**config.mk**
```make
export PLATFORM = sky130hd
export DESIGN_NAME = throttle_command_ramp_unit
export DESIGN_NICKNAME = d
export VERILOG_FILES = /design/src/hdl/tcr_pkg.sv /design/src/hdl/throttle_command_ramp_unit.sv /design/src/hdl/tcr_cfg_regs.sv /design/src/hdl/tcr_in_stage.sv /design/src/hdl/tcr_core.sv
export SDC_FILE = /design/constraint.sdc
export NUM_CORES = 1
export LEC_CHECK = 0
export BUFFER_PORTS_ARGS = -buffer_cell sky130_fd_sc_hd__buf_4
export CAP_MARGIN = 10
export CORE_ASPECT_RATIO = 1.5
export CORE_UTILIZATION = 66
export CTS_CLUSTER_SIZE = 30
export DETAILED_ROUTE_END_ITERATION = 10
export PLACE_DENSITY = 0.85
export RECOVER_POWER = 100
export SLEW_MARGIN = 20
export SYNTH_ARGS = -nofsm -noshare
export SYNTH_HDL_FRONTEND = slang
export SYNTH_SLANG_ARGS = --single-unit
```
**constraint.sdc**
```tcl
create_clock -name clk -period 16.6 [get_ports clk]
set_clock_uncertainty 0.2 [all_clocks]
set_input_delay 3.32 -clock clk [delete_from_list [all_inputs] [get_ports clk]]
set_output_delay 3.32 -clock clk [all_outputs]
set_load 0.02 [all_outputs]
```
**src/hdl/tcr_pkg.sv**
```systemverilog
// ----------------------------------------------------------------------------
// tcr_pkg
// shared types and constants for the throttle command ramp
// ----------------------------------------------------------------------------
package tcr_pkg;

    typedef enum logic [1:0] {
        FUNC_CMD        = 2'd0,
        FUNC_CONNECT    = 2'd1,
        FUNC_DISCONNECT = 2'd2,
        FUNC_TICK       = 2'd3
    } func_t;

    typedef enum logic [1:0] {
        CFG_RAMP_UP   = 2'd0,
        CFG_RAMP_DOWN = 2'd1,
        CFG_DEADBAND  = 2'd2,
        CFG_MAX_ANGLE = 2'd3
    } cfg_idx_t;

    localparam logic [7:0] CMD_FULL = 8'h31;
    localparam logic [7:0] CMD_ZERO = 8'h30;

    localparam logic [15:0] RESET_RAMP_UP   = 16'd461;
    localparam logic [15:0] RESET_RAMP_DOWN = 16'd3072;
    localparam logic [7:0]  RESET_DEADBAND  = 8'd5;
    localparam logic [7:0]  RESET_MAX_ANGLE = 8'd180;

    typedef struct packed {
        logic [15:0] ramp_up_step;
        logic [15:0] ramp_down_step;
        logic [7:0]  deadband;
        logic [7:0]  max_angle;
    } cfg_t;

    typedef struct packed {
        func_t      func;
        logic [7:0] cmd_byte;
    } event_t;

endpackage

```
**src/hdl/throttle_command_ramp_unit.sv**
```systemverilog
// ----------------------------------------------------------------------------
// throttle_command_ramp_unit
// asymmetric slew limiter that ramps a throttle level toward a commanded target
//
//   channel   signals                          direction
//   in        in_valid, in_stall, func,        event in, one per transfer
//             cmd_byte
//   out       out_valid, out_stall,            one result per event
//             throttle_angle, link_up
//   cfg       cfg_we, cfg_index, cfg_data      register write, no read-back
//
// an event moves from the input register straight into the result register,
// so one event per cycle is sustained while out_stall stays low.
// the slew state updates in the same cycle the event leaves the input register.
// rst_n clears the valid flags and the slew state and loads the register defaults.
// out_stall holds the result register; while an event waits in the input
// register and the result register is full, in_stall follows out_stall in the same cycle.
// ----------------------------------------------------------------------------
module throttle_command_ramp_unit (
    input  logic        clk,
    input  logic        rst_n,
    input  logic        in_valid,
    output logic        in_stall,
    input  logic [1:0]  func,
    input  logic [7:0]  cmd_byte,
    output logic        out_valid,
    input  logic        out_stall,
    output logic [7:0]  throttle_angle,
    output logic        link_up,
    input  logic        cfg_we,
    input  logic [1:0]  cfg_index,
    input  logic [15:0] cfg_data
);

    tcr_pkg::cfg_t   cfg;
    tcr_pkg::event_t ev;
    logic            ev_valid;
    logic            advance;

    tcr_cfg_regs u_cfg_regs (
        .clk       (clk),
        .rst_n     (rst_n),
        .cfg_we    (cfg_we),
        .cfg_index (cfg_index),
        .cfg_data  (cfg_data),
        .cfg       (cfg)
    );

    tcr_in_stage u_in_stage (
        .clk      (clk),
        .rst_n    (rst_n),
        .in_valid (in_valid),
        .in_stall (in_stall),
        .func     (func),
        .cmd_byte (cmd_byte),
        .advance  (advance),
        .ev_valid (ev_valid),
        .ev       (ev)
    );

    tcr_core u_core (
        .clk            (clk),
        .rst_n          (rst_n),
        .cfg            (cfg),
        .ev_valid       (ev_valid),
        .ev             (ev),
        .advance        (advance),
        .out_valid      (out_valid),
        .out_stall      (out_stall),
        .throttle_angle (throttle_angle),
        .link_up        (link_up)
    );

endmodule

```
**src/hdl/tcr_cfg_regs.sv**
```systemverilog
// ----------------------------------------------------------------------------
// tcr_cfg_regs
// configuration register bank written through a plain write port
// ----------------------------------------------------------------------------
module tcr_cfg_regs (
    input  logic                clk,
    input  logic                rst_n,
    input  logic                cfg_we,
    input  logic [1:0]          cfg_index,
    input  logic [15:0]         cfg_data,
    output tcr_pkg::cfg_t       cfg
);

    tcr_pkg::cfg_t cfg_reg;

    always_ff @(posedge clk or negedge rst_n)
    begin
        if (!rst_n)
        begin
            cfg_reg.ramp_up_step   <= tcr_pkg::RESET_RAMP_UP;
            cfg_reg.ramp_down_step <= tcr_pkg::RESET_RAMP_DOWN;
            cfg_reg.deadband       <= tcr_pkg::RESET_DEADBAND;
            cfg_reg.max_angle      <= tcr_pkg::RESET_MAX_ANGLE;
        end
        else if (cfg_we)
        begin
            case (tcr_pkg::cfg_idx_t'(cfg_index))
                tcr_pkg::CFG_RAMP_UP:   cfg_reg.ramp_up_step   <= cfg_data;
                tcr_pkg::CFG_RAMP_DOWN: cfg_reg.ramp_down_step <= cfg_data;
                tcr_pkg::CFG_DEADBAND:  cfg_reg.deadband       <= cfg_data[7:0];
                tcr_pkg::CFG_MAX_ANGLE: cfg_reg.max_angle      <= cfg_data[7:0];
                default:                cfg_reg                <= cfg_reg;
            endcase
        end
    end

    assign cfg = cfg_reg;

endmodule

```
**src/hdl/tcr_in_stage.sv**
```systemverilog
// ----------------------------------------------------------------------------
// tcr_in_stage
// input register for one event, held while the update stage is blocked
// ----------------------------------------------------------------------------
module tcr_in_stage (
    input  logic                clk,
    input  logic                rst_n,
    input  logic                in_valid,
    output logic                in_stall,
    input  logic [1:0]          func,
    input  logic [7:0]          cmd_byte,
    input  logic                advance,
    output logic                ev_valid,
    output tcr_pkg::event_t     ev
);

    logic            valid_reg;
    tcr_pkg::event_t ev_reg;

    // stage may load when empty or when its event moves on this cycle
    assign in_stall = valid_reg && !advance;

    always_ff @(posedge clk or negedge rst_n)
    begin
        if (!rst_n)
        begin
            valid_reg <= 1'b0;
        end
        else if (!in_stall)
        begin
            valid_reg <= in_valid;
        end
    end

    always_ff @(posedge clk)
    begin
        if (!in_stall && in_valid)
        begin
            ev_reg.func     <= tcr_pkg::func_t'(func);
            ev_reg.cmd_byte <= cmd_byte;
        end
    end

    assign ev_valid = valid_reg;
    assign ev       = ev_reg;

endmodule

```
**src/hdl/tcr_core.sv**
```systemverilog
// ----------------------------------------------------------------------------
// tcr_core
// target mapping, slew step and clamp, with state and result registers
// ----------------------------------------------------------------------------
module tcr_core (
    input  logic                clk,
    input  logic                rst_n,
    input  tcr_pkg::cfg_t       cfg,
    input  logic                ev_valid,
    input  tcr_pkg::event_t     ev,
    output logic                advance,
    output logic                out_valid,
    input  logic                out_stall,
    output logic [7:0]          throttle_angle,
    output logic                link_up
);

    logic [15:0] current_reg;
    logic [15:0] current_next;
    logic [7:0]  target_reg;
    logic [7:0]  target_next;
    logic        connected_reg;
    logic        connected_next;
    logic        out_valid_reg;
    logic [7:0]  angle_reg;
    logic        link_reg;

    logic [15:0] product;
    logic [16:0] recip_sum;
    logic [7:0]  mapped;
    logic [15:0] tgt_q;
    logic [15:0] lim_q;
    logic [16:0] up_sum;
    logic [15:0] down_gap;
    logic [15:0] stepped;

    assign advance = ev_valid && (!out_valid_reg || !out_stall);

    // floor(p / 255) for p <= 255*255 as (p + (p >> 8) + 1) >> 8
    assign product   = 16'(ev.cmd_byte) * 16'(cfg.max_angle);
    assign recip_sum = 17'(product) + 17'(product[15:8]) + 17'd1;

    always_comb
    begin
        if (ev.cmd_byte == tcr_pkg::CMD_FULL)
        begin
            mapped = cfg.max_angle;
        end
        else if (ev.cmd_byte == tcr_pkg::CMD_ZERO || ev.cmd_byte < cfg.deadband)
        begin
            mapped = 8'd0;
        end
        else
        begin
            mapped = recip_sum[15:8];
        end
    end

    assign tgt_q    = {target_reg, 8'd0};
    assign lim_q    = {cfg.max_angle, 8'd0};
    assign up_sum   = 17'(current_reg) + 17'(cfg.ramp_up_step);
    assign down_gap = current_reg - tgt_q;

    // step toward target, never past it, then clamp to the angle limit
    always_comb
    begin
        stepped = current_reg;
        if (current_reg < tgt_q)
        begin
            if (up_sum > 17'(tgt_q))
                stepped = tgt_q;
            else
                stepped = up_sum[15:0];
        end
        else if (current_reg > tgt_q)
        begin
            if (down_gap < cfg.ramp_down_step)
                stepped = tgt_q;
            else
                stepped = current_reg - cfg.ramp_down_step;
        end
        if (stepped > lim_q)
            stepped = lim_q;
    end

    always_comb
    begin
        current_next   = current_reg;
        target_next    = target_reg;
        connected_next = connected_reg;
        case (ev.func)
            tcr_pkg::FUNC_CMD:
            begin
                target_next = mapped;
            end
            tcr_pkg::FUNC_CONNECT:
            begin
                connected_next = 1'b1;
            end
            tcr_pkg::FUNC_DISCONNECT:
            begin
                connected_next = 1'b0;
                target_next    = 8'd0;
            end
            tcr_pkg::FUNC_TICK:
            begin
                if (connected_reg)
                begin
                    current_next = stepped;
                end
                else
                begin
                    current_next = 16'd0;
                    target_next  = 8'd0;
                end
            end
            default:
            begin
                current_next = current_reg;
            end
        endcase
    end

    always_ff @(posedge clk or negedge rst_n)
    begin
        if (!rst_n)
        begin
            current_reg   <= 16'd0;
            target_reg    <= 8'd0;
            connected_reg <= 1'b0;
            out_valid_reg <= 1'b0;
        end
        else
        begin
            if (advance)
            begin
                current_reg   <= current_next;
                target_reg    <= target_next;
                connected_reg <= connected_next;
                out_valid_reg <= 1'b1;
            end
            else if (!out_stall)
            begin
                out_valid_reg <= 1'b0;
            end
        end
    end

    always_ff @(posedge clk)
    begin
        if (advance)
        begin
            angle_reg <= current_next[15:8];
            link_reg  <= connected_next;
        end
    end

    assign out_valid      = out_valid_reg;
    assign throttle_angle = angle_reg;
    assign link_up        = link_reg;

endmodule

```
== Word level (Yosys, flattened, before mapping) ==
Cells that the tools add are included.

* $add $sub $neg: 5
* Multiply operators: 1
* Divide/modulo/power cells: 0
* Magnitude comparators: 6
* Equal/unequal tests: 10
* Shift-type cells: 0
* Multiplexer cells: 14
* Bitwise logic cells: 0
* Reductions and logical operators: 18

{| class="wikitable"
|+ Operators with widths
! operator !! count
|-
| 2-to-1 mux 16 bit || 7
|-
| > comparator 16 bit || 2
|-
| < comparator 16 bit || 2
|-
| subtractor 16 bit || 2
|-
| 2-to-1 mux 8 bit || 3
|-
| case mux 8 bit (3 select lines) || 1
|-
| adder 16 x 16 -> 17 bit || 1
|-
| > comparator 17 x 16 -> 1 bit || 1
|-
| adder 16 x 1 -> 16 bit, second input constant || 1
|-
| adder 16 x 8 -> 16 bit || 1
|-
| == test 8 x 6 -> 1 bit, second input constant || 2
|-
| multiplier 8 x 8 -> 16 bit || 1
|-
| AND reduction 2 bit || 5
|-
| == test 2 bit, second input constant || 4
|-
| < comparator 8 bit || 1
|-
| == test 2 x 1 -> 1 bit, second input constant || 2
|-
| zero test 1 bit || 4
|-
| zero test 2 bit || 2
|-
| logical AND 1 bit || 3
|-
| AND reduction 3 bit || 1
|-
| nonzero test 3 bit || 1
|-
| logical OR 1 bit || 2
|-
| 2-to-1 mux 1 bit || 2
|-
| != test 2 x 1 -> 1 bit, second input constant || 1
|-
| other kinds (2) || 2
|}

* Register bits: 94
* Latch bits: 0
* RAM bits: 0
* Bits in read-only memories: 0
* Output and inout bits: 11
* Word-level logic and storage cells: 68
* Memories: 0

== Longest topological paths before layout ==
* Depth in word-level cells: 9
* Gate-level depth with buffers: 28
* Mapped depth without buffers: 28

== Modules after synthesis ==
Synthesis repeated with hierarchy kept, for this count alone.

* Cells, all modules: 992
* Area total of the unflattened synthesis: 9,520.4 µm²

{| class="wikitable"
|+ By module, submodules not included
! module !! instances !! cells an instance !! area an instance (µm²) !! sequential area each (µm²)
|-
| tcr_core || 1 || 875 || 7,342.0 || 920.9
|-
| tcr_cfg_regs || 1 || 102 || 1,820.5 || 1,218.7
|-
| tcr_in_stage || 1 || 15 || 357.8 || 325.3
|}

== Worst setup path after synthesis ==
No wires, ideal clock.

* Path type: input to output
* Start: input out_stall
* End: output in_stall
* Arrival: 3.569 ns
* Required time: 13.080 ns
* Slack: 9.511 ns
* Cell stages on the path: 2
* Buffers on the path: 0
* Cell sequence: nand3_1 -> inv_1

* Word-level cells in the longest chain between the ends: 5

{| class="wikitable"
|+ RTL lines
! item !! RTL line !! source
|-
| from (decl) || throttle_command_ramp_unit.sv:27 || <nowiki>input logic out_stall,</nowiki>
|-
| zero test 1 bit || tcr_core.sv:37 || <nowiki>assign advance = ev_valid && (!out_valid_reg || !out_stall);</nowiki>
|-
| logical OR 1 bit || tcr_core.sv:37 ||
|-
| logical AND 1 bit || tcr_core.sv:37 ||
|-
| zero test 1 bit || tcr_in_stage.sv:21 || <nowiki>assign in_stall = valid_reg && !advance;</nowiki>
|-
| logical AND 1 bit || tcr_in_stage.sv:21 ||
|-
| to (decl) || throttle_command_ramp_unit.sv:23 || <nowiki>output logic in_stall,</nowiki>
|}

Every way passes these cells.

== Worst setup path in the final report ==
* Start: register u_core.current_reg[1]
* End: register u_core.angle_reg[4], in the netlist u_core.throttle_angle[4] (data pin)

* Word-level cells in the longest chain between the ends: 9
* Elaborated cells between the ends (all ways): 15
* Those cells by class: add/sub: 3; order compare: 5; mux: 7

{| class="wikitable"
|+ RTL lines
! item !! RTL line !! source
|-
| from (decl) || tcr_core.sv:18 || <nowiki>logic [15:0] current_reg;</nowiki>
|-
| from (signal assigned) || tcr_core.sv:137 || <nowiki>current_reg <= current_next;</nowiki>
|-
| subtractor 16 bit || tcr_core.sv:62 || <nowiki>assign down_gap = current_reg - tgt_q;</nowiki>
|-
| < comparator 16 bit || tcr_core.sv:77 || <nowiki>if (down_gap < cfg.ramp_down_step)</nowiki>
|-
| 2-to-1 mux 16 bit || tcr_core.sv:77 ||
|-
| 2-to-1 mux 16 bit || tcr_core.sv:75 || <nowiki>else if (current_reg > tgt_q)</nowiki>
|-
| 2-to-1 mux 16 bit * || tcr_core.sv:68 || <nowiki>if (current_reg < tgt_q)</nowiki>
|-
| > comparator 16 bit || tcr_core.sv:82 || <nowiki>if (stepped > lim_q)</nowiki>
|-
| 2-to-1 mux 16 bit * || tcr_core.sv:82 ||
|-
| 2-to-1 mux 16 bit * || tcr_core.sv:107 || <nowiki>if (connected_reg)</nowiki>
|-
| 2-to-1 mux 16 bit * || tcr_core.sv:91 || <nowiki>case (ev.func)</nowiki>
|-
| via u_core.current_next[12] || tcr_core.sv:19 || <nowiki>logic [15:0] current_next;</nowiki>
|-
| to (signal assigned) || tcr_core.sv:153 || <nowiki>angle_reg <= current_next[15:8];</nowiki>
|-
| to (decl) || tcr_core.sv:25 || <nowiki>logic [7:0] angle_reg;</nowiki>
|}

The timed path passes the listed nets; every way through them passes the cells marked *.
A chain may end at the register's enable or synchronous reset.

==> impl_metrics.yaml <==
critical_path:
  cp-start-kind: "flop"
  cp.arrival_ps: 8310
  cp-endpoint: "u_core.throttle_angle[4]"
  cp_num_cells: 22
  slowest_delay_ps: 970
  r2r-start: "u_core.current_reg[1]"
  cp-end-kind: "flop"
  critical-path-top-delay-family: "compound AO/OA/AOI/OAI gates"
  crit_path_start: "u_core.current_reg[1]"
  r2r_cells: 22
  worst-path-buf-inv: 1
  worst_path_max_delay_cell: "a2111oi_0"
  crit_type: "reg2reg"
  cp_max_fo: 9
  reg2reg_to: "u_core.throttle_angle[4]"
  required_ps: 16560
  crit_chain: "ha_1, a21o_1, a21oi_1, o21ai_0, a2111oi_0, o31ai_1, o31ai_1, xnor2_1, ha_1, nand2_1, or3_1, o22a_1, nor2_1, mux2_2, o221ai_1, inv_1, ha_1, nand4_1, or2_2, o31ai_1, nand3_1, o221ai_1"
  r2r_setup_slack_ps: 8250
die:
  start_util: 0.6766
  die_x_um: 99.79
  die_h_um: 148.7
  core_area_mm2: 0.01399
  io_pins: 44
  rows: 53
  fp.dieArea_mm2: 0.01484
synth:
  syn_area_mm2: 0.009467
  synth_nets: 1177
  yosys.area.top_type_share: 0.1612
  seq_area_frac_synth: 0.2604
  yosysWarningCount: 0
  synth_largest_area_cell: "dfrtp_1"
  ys_top_cells_by_area: "dfrtp_1 16%, ha_1 15%, fa_1 8.2%"
  synth_edf_count: 19
  async_reset_ff_frac: 0.7979
  avgSynthCellArea_um2: 9.553
  synth_cell_type_count: 92
  synthCells: 991
  synth-seq-cells: 94
  ys.flop_type: "dfrtp_1"
clock_network:
  hold_buffers: 0
  clock_sink_count: 94
  path_clk_slew_ps: 70
  cts-root-buf: "clkbuf_16"
  clockBufferDepth: 2
  numCtsBuffers: 9
  cts_setup_buffers: 0
  cts_tree: "built"
  ctsResizeCount: 0
  worstSkewPairLatency_ps: 350
  h-tree-depth: 3
placed_design:
  hpwl_mm: 19.18
  portBuffers: 43
  place_congestion: 0.8972
finish:
  drive_gt1_frac: 0.1368
  layout_commonest_cell: "inv_1"
  largest_reg_flops: 48
  diodes: 0
  layout_common_cells: "118 x inv_1, 114 x ha_1, 61 x dfrtp_1"
  syn_to_final_growth_pct: 7.031
  layout.nets: 1212
sta:
  hold_violations: 0
  finalSetupTns_ps: 0
  period_share: 0.5031
  rsz0062_at_grt: "no"
  setup_violations: 0
  slew_violations: 76
  maxSlewHeadroom: -1.700
  fmax_mhz: 119.8
  tightest_slew_ps: 4050
  period_needed_ps: 8351
global_route:
  use_met2: 0.6472
  gr-usage-all-layers: 0.3404
  grt_max_degree: 76
  grt_pass1_vias: 7980
  grt-ovfl-total: 0
  grt_use_met1: 0.3576
  grt_busiest_layer: "met2"
  grt_first_pass_wirelength_mm: 38.65
  antenna_found_initial: 0
  use_met3: 0.03665
detailed_routing:
  wl_mm: 24.00
  via_count: 7772
  avgViaCountPerCell: 6.355
  drc: 0
  dr.pass1.iters: 5
  drtIter0Drc: 513
  post_drt_wl_per_cell_um: 19.63
  ant_nets: 0
hold_path:
  hold_path_class: "reg2reg"
outcome:
  status: "finished, violations left"
  violations: "capacitance limit, slew limit"
flow_run:
  max_cap_violations: 1
stage by stage:
step | utilization | setup WS, ps | hold WS, ps | cell area [um^2] | cells
5_1_grt | 0.7241 | 7995 | 313.3 | 10130 | 1223
3_3_place_gp | 0.7114 | 9353 | 272.6 | 9955 | 1207
3_5_place_dp | 0.7114 | 9320 | 281.6 | 9955 | 1207
6_report | 0.7241 | 8249 | 296.8 | 10130 | 1223
2_1_floorplan | - | 9511 | 257.4 | 9467 | 991
4_1_cts | 0.7325 | 9319 | 295.5 | 10250 | 1223
cell usage after synthesis (all sizes together) (8+ instances only):
cell,n
o22ai,12
o21a,16
dfrtp,61
fa,39
ha,114
nor2,31
edfxtp,19
inv,118
o31ai,9
a21o,21
o211ai,8
xor2,13
clkbuf,14
nand2b,11
o221ai,9
a21oi,50
o21bai,9
mux2,52
nand4,14
o21ai,47
a22oi,8
nand2,50
nor3,15
nor4,9
dfstp,14
nand3,22
xnor2,27
a211oi,10
and2,61
cell type report:
class                           count  area, um^2
Timing Repair Buffer               45       285.3
Clock inverter                      5       40.04
Sequential cell                    94        2465
Inverter                          119       446.7
Tap cell                          192       240.2
Clock buffer                       11       254.0
Multi-Input combinational cell    757        6401
Fill cell                        1060        3860
how the worst min path moves through the flow:
stage | start | to | slack [ps] | cells after the start
2_1_floorplan | u_in_stage.ev_valid | u_core.out_valid | 260 | 1
3_3_place_gp | u_in_stage.ev_valid | u_core.out_valid | 270 | 1
3_5_place_dp | u_in_stage.ev_valid | u_core.out_valid | 280 | 1
4_1_cts | u_in_stage.ev_valid | u_core.out_valid | 300 | 1
5_1_grt | u_cfg_regs.cfg[19] | u_cfg_regs.cfg[19] | 310 | 1
6_report | u_in_stage.ev_valid | u_core.out_valid | 300 | 1
worst reg2reg max path, cell delays in order (launching register included):
cell and delay, ps:
dfrtp_1 470, ha_1 310, a21o_1 180, a21oi_1 330
o21ai_0 230, a2111oi_0 970, o31ai_1 290, o31ai_1 310
xnor2_1 160, ha_1 330, nand2_1 80, or3_1 400
o22a_1 240, nor2_1 570, mux2_2 410, o221ai_1 300
inv_1 80, ha_1 310, nand4_1 70, or2_2 310
o31ai_1 870, nand3_1 370, o221ai_1 360
kinds of logic (layout without fill, tap and decap cells):
family	count (synthesis)	after routing	synth area share
compound gates	255	255	0.1955
simple gates	250	250	0.1455
fa+ha+maj	155	155	0.2355
buf+inv	140	180	0.05723
flops	94	94	0.2604
mux	56	56	0.06609
xor+xnor	41	41	0.03978
layer usage:
layer	vias to the layer above	wire length (um)
met5	-	0
li1	3673	-
met3	103	975
met1	3731	8803
met4	0	1406
met2	265	12820
Power is left out: the tool's default activity adds up to more than one toggle a clock period on the data nets, which glitch-free logic cannot reach.
